### src/rtl/glmd_pkg.sv
// Shared types, constants and helper functions for the grid local minimum detector.
// No dependencies; every other file but glmd_ram refers to this package by scoped names.
package glmd_pkg;

    localparam int VALUE_BITS     = 32;
    localparam int MAX_COLS       = 1024;
    localparam int MAX_ROWS       = 1024;
    localparam int COL_BITS       = $clog2(MAX_COLS);
    localparam int ROW_BITS       = $clog2(MAX_ROWS);
    localparam int CFG_DATA_BITS  = 11;
    localparam int CFG_INDEX_BITS = 2;
    localparam int OUT_ROW_BITS   = 10;
    localparam int OUT_COL_BITS   = 10;
    localparam int OUT_FIELD_BITS = OUT_ROW_BITS + OUT_COL_BITS + 1;
    localparam int OUT_TDATA_BITS = ((OUT_FIELD_BITS + 7) / 8) * 8;
    localparam int NUM_SLOTS      = 4;

    typedef enum logic [CFG_INDEX_BITS-1:0] {
        REG_GRID_WIDTH  = 2'd0,
        REG_GRID_HEIGHT = 2'd1
    } cfg_reg_t;

    // Decision slots in emission order, relative to the arriving cell (r,c).
    // bit 1 selects row r (else r-1), bit 0 selects column c (else c-1).
    typedef enum logic [1:0] {
        SLOT_ABOVE_LEFT = 2'd0,
        SLOT_ABOVE      = 2'd1,
        SLOT_LEFT       = 2'd2,
        SLOT_CENTER     = 2'd3
    } slot_t;

    typedef logic signed [VALUE_BITS-1:0] val_t;

    // win[row][col]: rows r-2, r-1, r; cols c-2, c-1, c; index 3 is padding.
    typedef val_t [3:0][3:0] win_t;

    typedef struct packed {
        logic                valid;
        logic [ROW_BITS-1:0] row;
        logic [COL_BITS-1:0] col;
        logic [NUM_SLOTS-1:0] mask;
    } stage_info_t;

    function automatic logic [COL_BITS-1:0] last_col_of(input logic [CFG_DATA_BITS-1:0] v);
        logic [COL_BITS-1:0] res;
        if (v <= CFG_DATA_BITS'(1)) begin
            res = '0;
        end else if (int'(v) > MAX_COLS) begin
            res = COL_BITS'(MAX_COLS - 1);
        end else begin
            res = COL_BITS'(v - CFG_DATA_BITS'(1));
        end
        return res;
    endfunction

    function automatic logic [ROW_BITS-1:0] last_row_of(input logic [CFG_DATA_BITS-1:0] v);
        logic [ROW_BITS-1:0] res;
        if (v <= CFG_DATA_BITS'(1)) begin
            res = '0;
        end else if (int'(v) > MAX_ROWS) begin
            res = ROW_BITS'(MAX_ROWS - 1);
        end else begin
            res = ROW_BITS'(v - CFG_DATA_BITS'(1));
        end
        return res;
    endfunction

    // 3x3 minimum test around the selected center. Excluded neighbors are
    // those outside the matrix: top/left from flags, bottom/right whenever
    // the center sits on the arriving row/column (those are always edges).
    function automatic logic decide_min(input win_t win, input logic dr_sel,
                                        input logic dc_sel, input logic top_excl,
                                        input logic left_excl);
        logic [1:0] cr;
        logic [1:0] cc;
        logic [1:0] nr;
        logic [1:0] nc;
        val_t       center;
        val_t       nb;
        logic       skip;
        logic       res;
        cr     = {1'b0, dr_sel} + 2'd1;
        cc     = {1'b0, dc_sel} + 2'd1;
        center = win[cr][cc];
        res    = ~center[VALUE_BITS-1];
        for (int dy = 0; dy < 3; dy++) begin
            for (int dx = 0; dx < 3; dx++) begin
                nr   = {1'b0, dr_sel} + 2'(dy);
                nc   = {1'b0, dc_sel} + 2'(dx);
                nb   = win[nr][nc];
                skip = (dy == 1 && dx == 1) || (dy == 0 && top_excl) ||
                       (dy == 2 && dr_sel) || (dx == 0 && left_excl) ||
                       (dx == 2 && dc_sel);
                if (!skip && ($signed(center) > $signed(nb))) begin
                    res = 1'b0;
                end
            end
        end
        return res;
    endfunction

endpackage

### src/rtl/glmd_emit.sv
// Walks a staged cell's decisions into the output register, one per cycle if it is free.
// Depends on glmd_pkg.
module glmd_emit (
    input  logic                                aclk,
    input  logic                                aresetn,
    input  glmd_pkg::stage_info_t               stage_i,
    input  glmd_pkg::win_t                      win_i,
    output logic                                release_o,
    output logic                                m_tvalid,
    input  logic                                m_tready,
    output logic [glmd_pkg::OUT_TDATA_BITS-1:0] m_tdata,
    output logic                                m_tlast,
    output logic                                m_tuser
);

    logic [glmd_pkg::NUM_SLOTS-1:0]     done_reg, done_next;
    logic                               m_valid_reg, m_valid_next;
    logic [glmd_pkg::OUT_TDATA_BITS-1:0] m_data_reg;
    logic                               m_last_reg;
    logic                               m_user_reg;

    logic [glmd_pkg::NUM_SLOTS-1:0]     remaining;
    logic [glmd_pkg::NUM_SLOTS-1:0]     sel_bit;
    glmd_pkg::slot_t                    sel;
    logic                               single;
    logic                               out_free;
    logic                               push;
    logic                               dr_sel, dc_sel;
    logic                               top_excl, left_excl;
    logic                               is_min;
    logic [glmd_pkg::ROW_BITS-1:0]      res_row;
    logic [glmd_pkg::COL_BITS-1:0]      res_col;

    assign remaining = stage_i.mask & ~done_reg;
    assign single    = ((remaining & (remaining - glmd_pkg::NUM_SLOTS'(1))) == '0);
    assign out_free  = !m_valid_reg || m_tready;
    assign push      = stage_i.valid && (remaining != '0) && out_free;
    assign release_o = stage_i.valid && ((remaining == '0) || (push && single));

    always_comb begin
        if (remaining[0]) begin
            sel = glmd_pkg::SLOT_ABOVE_LEFT;
        end else if (remaining[1]) begin
            sel = glmd_pkg::SLOT_ABOVE;
        end else if (remaining[2]) begin
            sel = glmd_pkg::SLOT_LEFT;
        end else begin
            sel = glmd_pkg::SLOT_CENTER;
        end
    end

    assign sel_bit   = glmd_pkg::NUM_SLOTS'(1) << sel;
    assign dr_sel    = sel[1];
    assign dc_sel    = sel[0];
    assign top_excl  = dr_sel ? (stage_i.row == '0) : (stage_i.row == glmd_pkg::ROW_BITS'(1));
    assign left_excl = dc_sel ? (stage_i.col == '0) : (stage_i.col == glmd_pkg::COL_BITS'(1));
    assign res_row   = dr_sel ? stage_i.row : stage_i.row - glmd_pkg::ROW_BITS'(1);
    assign res_col   = dc_sel ? stage_i.col : stage_i.col - glmd_pkg::COL_BITS'(1);
    assign is_min    = glmd_pkg::decide_min(win_i, dr_sel, dc_sel, top_excl, left_excl);

    always_comb begin
        done_next = done_reg;
        if (release_o) begin
            done_next = '0;
        end else if (push) begin
            done_next = done_reg | sel_bit;
        end
    end

    always_comb begin
        m_valid_next = m_valid_reg;
        if (push) begin
            m_valid_next = 1'b1;
        end else if (m_tready) begin
            m_valid_next = 1'b0;
        end
    end

    always_ff @(posedge aclk) begin
        if (!aresetn) begin
            done_reg    <= '0;
            m_valid_reg <= 1'b0;
        end else begin
            done_reg    <= done_next;
            m_valid_reg <= m_valid_next;
        end
    end

    always_ff @(posedge aclk) begin
        if (push) begin
            m_data_reg <= {(glmd_pkg::OUT_TDATA_BITS - glmd_pkg::OUT_FIELD_BITS)'(0), is_min,
                           glmd_pkg::OUT_COL_BITS'(res_col), glmd_pkg::OUT_ROW_BITS'(res_row)};
            m_last_reg <= single;
            m_user_reg <= (sel == glmd_pkg::SLOT_CENTER);
        end
    end

    assign m_tvalid = m_valid_reg;
    assign m_tdata  = m_data_reg;
    assign m_tlast  = m_last_reg;
    assign m_tuser  = m_user_reg;

`ifndef ASSERT_OFF
    a_done_subset: assert property (@(posedge aclk) disable iff (!aresetn)
        stage_i.valid |-> ((done_reg & ~stage_i.mask) == '0))
        else $error("emitted slot outside the pending mask");

    a_done_idle: assert property (@(posedge aclk) disable iff (!aresetn)
        !stage_i.valid |-> (done_reg == '0))
        else $error("slot progress left over with empty stage");

    a_hold_stage: assert property (@(posedge aclk) disable iff (!aresetn)
        (push && !single) |=> (stage_i.valid && m_tvalid))
        else $error("stage dropped with decisions still pending");

    a_done_last: assert property (@(posedge aclk) disable iff (!aresetn)
        (m_tvalid && m_tuser) |-> m_tlast)
        else $error("matrix end not on the last word of its cell");
`endif

endmodule

### config.mk
export PLATFORM = sky130hd
export DESIGN_NAME = glmd_emit
export DESIGN_NICKNAME = d
export VERILOG_FILES = /design/src/rtl/glmd_pkg.sv /design/src/rtl/glmd_emit.sv
export SDC_FILE = /design/constraint.sdc
export NUM_CORES = 1
export LEC_CHECK = 0
export BUFFER_PORTS_ARGS = -buffer_cell sky130_fd_sc_hd__buf_2
export CORE_AREA = 4 4 217 219
export DETAILED_ROUTE_END_ITERATION = 6
export DIE_AREA = 0 0 221 223
export PLACE_DENSITY = 0.58
export SETUP_SLACK_MARGIN = 0.05
export SLEW_MARGIN = 20
export SYNTH_ARGS = -nofsm -noshare
export SYNTH_HDL_FRONTEND = slang
export SYNTH_SLANG_ARGS = --single-unit
export TNS_END_PERCENT = 20
### constraint.sdc
create_clock -name aclk -period 5.4 [get_ports aclk]
set_input_delay 1.08 -clock aclk [delete_from_list [all_inputs] [get_ports aclk]]
set_output_delay 1.08 -clock aclk [all_outputs]
set_load 0.02 [all_outputs]
; Word-level counts from Yosys, hierarchy flattened
; Index checks and enable logic that the tools add are counted.
[word_totals]
word_cells = 105
reg_bits = 28
[op_classes]
mux = 33
add_sub_neg = 7
shift = 1
reduce_logical = 35
bitwise_logic = 6
eq_ne = 3
n_lt_le_gt_ge = 14
[ops]
columns = cell, count
row1 = $bmux 128 s2, 2
row2 = $mux 128, 4
row3 = $bmux 32 s2, 6
row4 = $mux 32, 12
row5 = $gt 32x32->1, 8
row6 = $eq 10x1->1 const B, 2
row7 = $logic_not 10->1, 2
row8 = $mux 10, 2
row9 = $sub 10x1->10 const B, 2
row10 = $logic_and 1x1->1, 12
row11 = $lt 2x3->1 const B, 4
row12 = $logic_not 1->1, 9
row13 = $and 4x4->4, 2
row14 = $logic_not 4->1, 2
row15 = $reduce_or 8->1, 1
row16 = $logic_or 1x1->1, 6
row17 = $lt 1x3->1 const B, 2
row18 = $mux 1, 5
row19 = $add 1x1->2 const B, 2
row20 = $add 1x2->2 const B, 2
row21 = $mux 2, 2
row22 = $not 4->4, 1
row23 = $or 4x4->4, 1
row24 = $reduce_bool 4->1, 1
row25 = other kinds (6), 7

; Depth between registers and ports, before layout
[depth]
ltp_word = 13
depth_mapped = 20
ltp_nobuf = 16

; Least setup slack after synthesis
; OpenSTA, ideal clock, no wires.
[synth_path]
kind = input to register
start = in stage_i[1] (netlist bit)
end = reg m_data_reg, in the netlist m_tdata[20], data pin
path_slack_ns = 0.374
stages = 15
arrival_time_ns = 4.857
path_buffers = 3
required_time_ns = 5.230
path_cell_list = nor2b_1 > buf_2 > nor2_1 > clkbuf_1 > clkbuf_1 > mux2i_1 > ha_1 > a21oi_1 > o21ai_0 > a221o_1 > o31a_1 > a2111oi_0 > xor2_1 > a22o_1 > nor4_2
[synth_between]
elab_chain_cells = 11
elab_cells_between_ends = 63
[synth_rtl]
columns = item, line_no
row1 = start: declaration, glmd_emit.sv:6  ; input glmd_pkg::stage_info_t stage_i,
row2 = $and 4x4->4 *, glmd_emit.sv:34  ; assign remaining = stage_i.mask & ~done_reg;
row3 = $mux 2 *, glmd_emit.sv:43  ; end else if (remaining[1]) begin
row4 = $mux 2 *, glmd_emit.sv:41  ; if (remaining[0]) begin
row5 = $add 1x2->2 or $add 1x1->2 (tied branches), "glmd_pkg.sv:88, glmd_pkg.sv:82"
row6 = "$bmux 128 s2, on equally long branches", "glmd_pkg.sv:90, glmd_pkg.sv:84"
row7 = "$mux 128, on equally long branches", "glmd_pkg.sv:90, glmd_pkg.sv:84"
row8 = $bmux 32 s2 (tied with other cells), glmd_pkg.sv:90  ; nb = win[nr][nc];
row9 = "$mux 32, on equally long branches", --
row10 = $gt 32x32->1, glmd_pkg.sv:94  ; if (!skip && ($signed(center) > $signed(nb))) begin
row11 = $logic_and 1x1->1, glmd_pkg.sv:94
row12 = $reduce_or 8->1 (no line), --
row13 = end signal: assignment, glmd_emit.sv:91  ; m_data_reg <= {(glmd_pkg::OUT_TDATA_BITS - glmd_pkg::OUT_FIELD_BITS)'(0), is_min,
row14 = end: declaration, glmd_emit.sv:18  ; logic [glmd_pkg::OUT_TDATA_BITS-1:0] m_data_reg;
; Every way passes the cells marked *; elsewhere a longest branch is shown, timed or not. The select of a mux whose other input is x is not followed.
; A chain may end at the register's enable or synchronous reset.

; Final worst setup path
[layout_path]
start = in stage_i[2] (netlist bit)
end = reg m_data_reg, in the netlist m_tdata[20], data pin
[layout_between]
elab_chain_cells = 10
elab_cells_between_ends = 53
[layout_rtl]
columns = item, line_no
row1 = $and 4x4->4 *, glmd_emit.sv:34
row2 = $mux 1 *, glmd_emit.sv:45  ; end else if (remaining[2]) begin
row3 = $mux 2 *, glmd_emit.sv:43
row4 = $mux 2 *, glmd_emit.sv:41
row5 = $add 1x2->2 or $add 1x1->2 (tied branches), "glmd_pkg.sv:89, glmd_pkg.sv:83"
row6 = "$bmux 32 s2, on equally long branches", --
row7 = "$mux 32, on equally long branches", --
row8 = $gt 32x32->1, glmd_pkg.sv:94
row9 = $logic_and 1x1->1, glmd_pkg.sv:94
row10 = $reduce_or 8->1 (no line), --
; Marked as above.

==> results.sh <==
export IMPL_status="complete, no violations"
export IMPL_num_nets_final=3658
export IMPL_use_met3_pct=7.18
export IMPL_overflow=0
export IMPL_antenna_left=0
export IMPL_p_comb_share_pct=87.0
export IMPL_p_int_mw=1.50
export IMPL_final_hold_violation_count=0
export IMPL_vias_per_cell=5.65
export IMPL_crit_chain="buf_2, nor2b_1, a21oi_4, buf_12, mux2i_1, mux2i_1, ha_1, nand4_1, nor4_1, buf_4, or3b_1, nand4_1, xor2_1, a311oi_1, nor4_2"
export IMPL_syn_inst=2294
export IMPL_first_global_vias=19000
export IMPL_period_needed_ns=5.15
export IMPL_h_tree_depth=1
export IMPL_gr_max_usage_layer="met2"
export IMPL_switchingPower_mw=1.88
export IMPL_firstDrtPassIters=6
export IMPL_worstPathArrival_ns=5.17
export IMPL_cts_buffers_inserted=3
export IMPL_slew_headroom_pct=28.9
export IMPL_gp_congestion=1.01
export IMPL_drive_gt1_share_pct=25.2
export IMPL_post_synth_cell_area_avg_um2=6.30
export IMPL_vdd_drop_max_mv=0.126
export IMPL_clock_root_buffer="clkbuf_16"
export IMPL_ys_types=60
export IMPL_hold_worst_slack_ns=0.478
export IMPL_grt_pass1_wl_um=122000
export IMPL_synth_main_ff_cell="edfxtp_1"
export IMPL_cp_end_kind="flip-flop"
export IMPL_cts_hold_buf=0
export IMPL_clk_pin_slew_ns=0.08
export IMPL_die_y_um=223
export IMPL_io_pins=568
export IMPL_cp_required_ns=5.41
export IMPL_cts_sinks=28
export IMPL_largest_reg_flops=21
export IMPL_yosys_top_cells_area="ha_1 23%, nand2_1 19%, mux2i_1 12%"
export IMPL_finalCritPeriodShare_pct=95.4
export IMPL_ys_warn_count=0
export IMPL_io_buffer_count=564
export IMPL_setup_viol=0
export IMPL_worstSkewPairLatency_ns=0.27
export IMPL_p_leak_nw=9.97
export IMPL_yosys_top_cells_count="736 x nand2_1, 260 x ha_1, 222 x a21oi_1"
export IMPL_synth_seq_cells=28
export IMPL_ys_seq_area_share_pct=5.47
export IMPL_grtUsageTotal_pct=32.5
export IMPL_vias=19600
export IMPL_power_total_mw=3.39
export IMPL_hpwl_um=74200
export IMPL_maxCapViolations=0
export IMPL_cts_tree="yes"
export IMPL_grt_setup_unrepaired="no"
export IMPL_critPathKind="input pin to flip-flop"
export IMPL_post_cts_buffers=0
export IMPL_hold_class="flip-flop to flip-flop"
export IMPL_antenna_found_initial=17
export IMPL_die_x_um=221
export IMPL_grtUsageMet1_pct=47.1
export IMPL_worstSetupStartpointType="input pin"
export IMPL_drt_iter0_drc=2108
export IMPL_std_cell_rows=78
export IMPL_postLayoutCellArea_um2=18800
export IMPL_yosysMostFrequentCell="nand2_1"
export IMPL_synth_top_area_cell="ha_1"
export IMPL_synth_edf_count=23
export IMPL_pwr_share_clk_pct=5.4
export IMPL_grt_max_degree=176
export IMPL_final_setup_tns_ns=0
export IMPL_drc=0
export IMPL_wl_per_cell_um=24.8
export IMPL_clk_path_buf_depth=2
export IMPL_area_delta_synth_final_pct=30.3
export IMPL_fp_coreArea_um2=45100
export IMPL_synthesis_area_um2=14500
export IMPL_max_stage_delay_ns=0.51
export IMPL_die_area_um2=49300
export IMPL_async_flop_share_pct=0
export IMPL_fmax_ghz=0.194
export IMPL_critPathMaxFanout=37
export IMPL_wl_um=86000
export IMPL_grt_util_met2_pct=48.2
export IMPL_worstMarginPinSlew_ns=1.06
export IMPL_start_util_pct=32.1
export IMPL_dpl_instance_area_um2=18700
export IMPL_crit_path_top_delay_cell="a311oi_1"
export IMPL_fillers=5038
export IMPL_finalMaxSlewViolations=0
export IMPL_netlist_area_leader_share_pct=22.5
export IMPL_swShare_pct=55.6
export IMPL_power_frac_seq_pct=7.6
export IMPL_fin_worst_skew_ns=0.00902
export IMPL_power_per_cell_area_nw_per_um2=180
[through the flow]
step                      setup WS, ns  std cells  utilization [%]
final                            0.246       3471             41.8
after CTS                        0.220       3457             41.7
after global placement         -0.0564       3453             41.5
after global routing            0.0711       3471             41.8
after floorplan                  0.374       2296                -
after detailed placement       -0.0569       3453             41.5
[power groups by stage]
stage / registers, mW / clock network (mW) / logic [mW]
6_report: 0.258 / 0.183 / 2.95
3_3_place_gp: 0.263 / 0 / 2.85
2_1_floorplan: 0.282 / 0 / 1.68
5_1_grt: 0.260 / 0.190 / 3.23
4_1_cts: 0.258 / 0.183 / 2.89
3_5_place_dp: 0.263 / 0 / 2.87
[repair_timing]
| action | in CTS | in global routing |
|---|---|---|
| endpoints found under the hold margin | 0 | 0 |
| resized for setup | 0 | 1 |
| endpoints found under the setup margin | 0 | 1 |
[logic make-up after synthesis]
family	after synthesis	synth area share (%)
AND/OR/NAND/NOR	1135	32.7
AO/OA/AOI/OAI	483	20.6
adder cells (fa/ha/maj)	261	22.6
buffers and inverters	191	5.29
multiplexers	172	11.9
flip-flops	28	5.47
XOR/XNOR	23	1.39
other	1	0.0259
[final cells by class]
class                   count  area (um^2)  share of cell area, %
diodes                     14         35.0                  0.186
clock buffers               4         78.8                  0.418
inverters                  42          158                  0.837
multi-input cells        2077        13000                   68.8
flip-flops and latches     28          791                   4.20
well taps                 600          751                   3.98
repair buffers            706         4060                   21.6
[worst paths after layout]
path                                  start          end  slack, ns  cells after the start
worst min-delay path            done_reg[3]  done_reg[3]       0.48                      2
worst max register to register  done_reg[0]  m_tdata[20]       0.77                     16
worst max-delay path             stage_i[2]  m_tdata[20]       0.25                     15
worst min register to register  done_reg[3]  done_reg[3]       0.48                      2
[routing by layer]
layer	vias up	share of wire, %
met5	-	0
li1	9322	-
met4	0	2.8
met3	102	9.4
met2	937	42
met1	9262	46
[layout by cell type (no fill, tap or decap), types with 7 or more instances in the layout]
| cell | netlist | layout |
|---|---|---|
| nor3_1 | 7 | 7 |
| nand3_1 | 109 | 109 |
| buf_2 | 29 | 564 |
| a21o_1 | 23 | 23 |
| edfxtp_1 | 23 | 23 |
| ha_1 | 260 | 260 |
| a221oi_1 | 8 | 8 |
| nand2_1 | 736 | 735 |
| a211oi_1 | 25 | 25 |
| nor2_1 | 176 | 175 |
| a21oi_1 | 222 | 221 |
| and3_1 | 7 | 7 |
| nor4_1 | 16 | 16 |
| xnor2_1 | 9 | 9 |
| xor2_1 | 14 | 14 |
| a31oi_1 | 7 | 7 |
| o21ai_0 | 87 | 87 |
| a311oi_1 | 69 | 69 |
| o211ai_1 | 8 | 8 |
| nor2b_1 | 11 | 10 |
| mux2i_1 | 169 | 168 |
| inv_1 | 42 | 42 |
| nand4_1 | 49 | 49 |
| diode_2 | 0 | 14 |
| buf_4 | 3 | 128 |
| buf_12 | 0 | 14 |
[worst max-delay path: cells and delay by family]
family	cells	cell delay, ns
XOR/XNOR	1	0.07
buffers and inverters	3	0.56
multiplexers	2	0.96
AO/OA/AOI/OAI	2	0.79
adder cells (fa/ha/maj)	1	0.44
AND/OR/NAND/NOR	6	1.23
(Power assumes the default switching activity.)
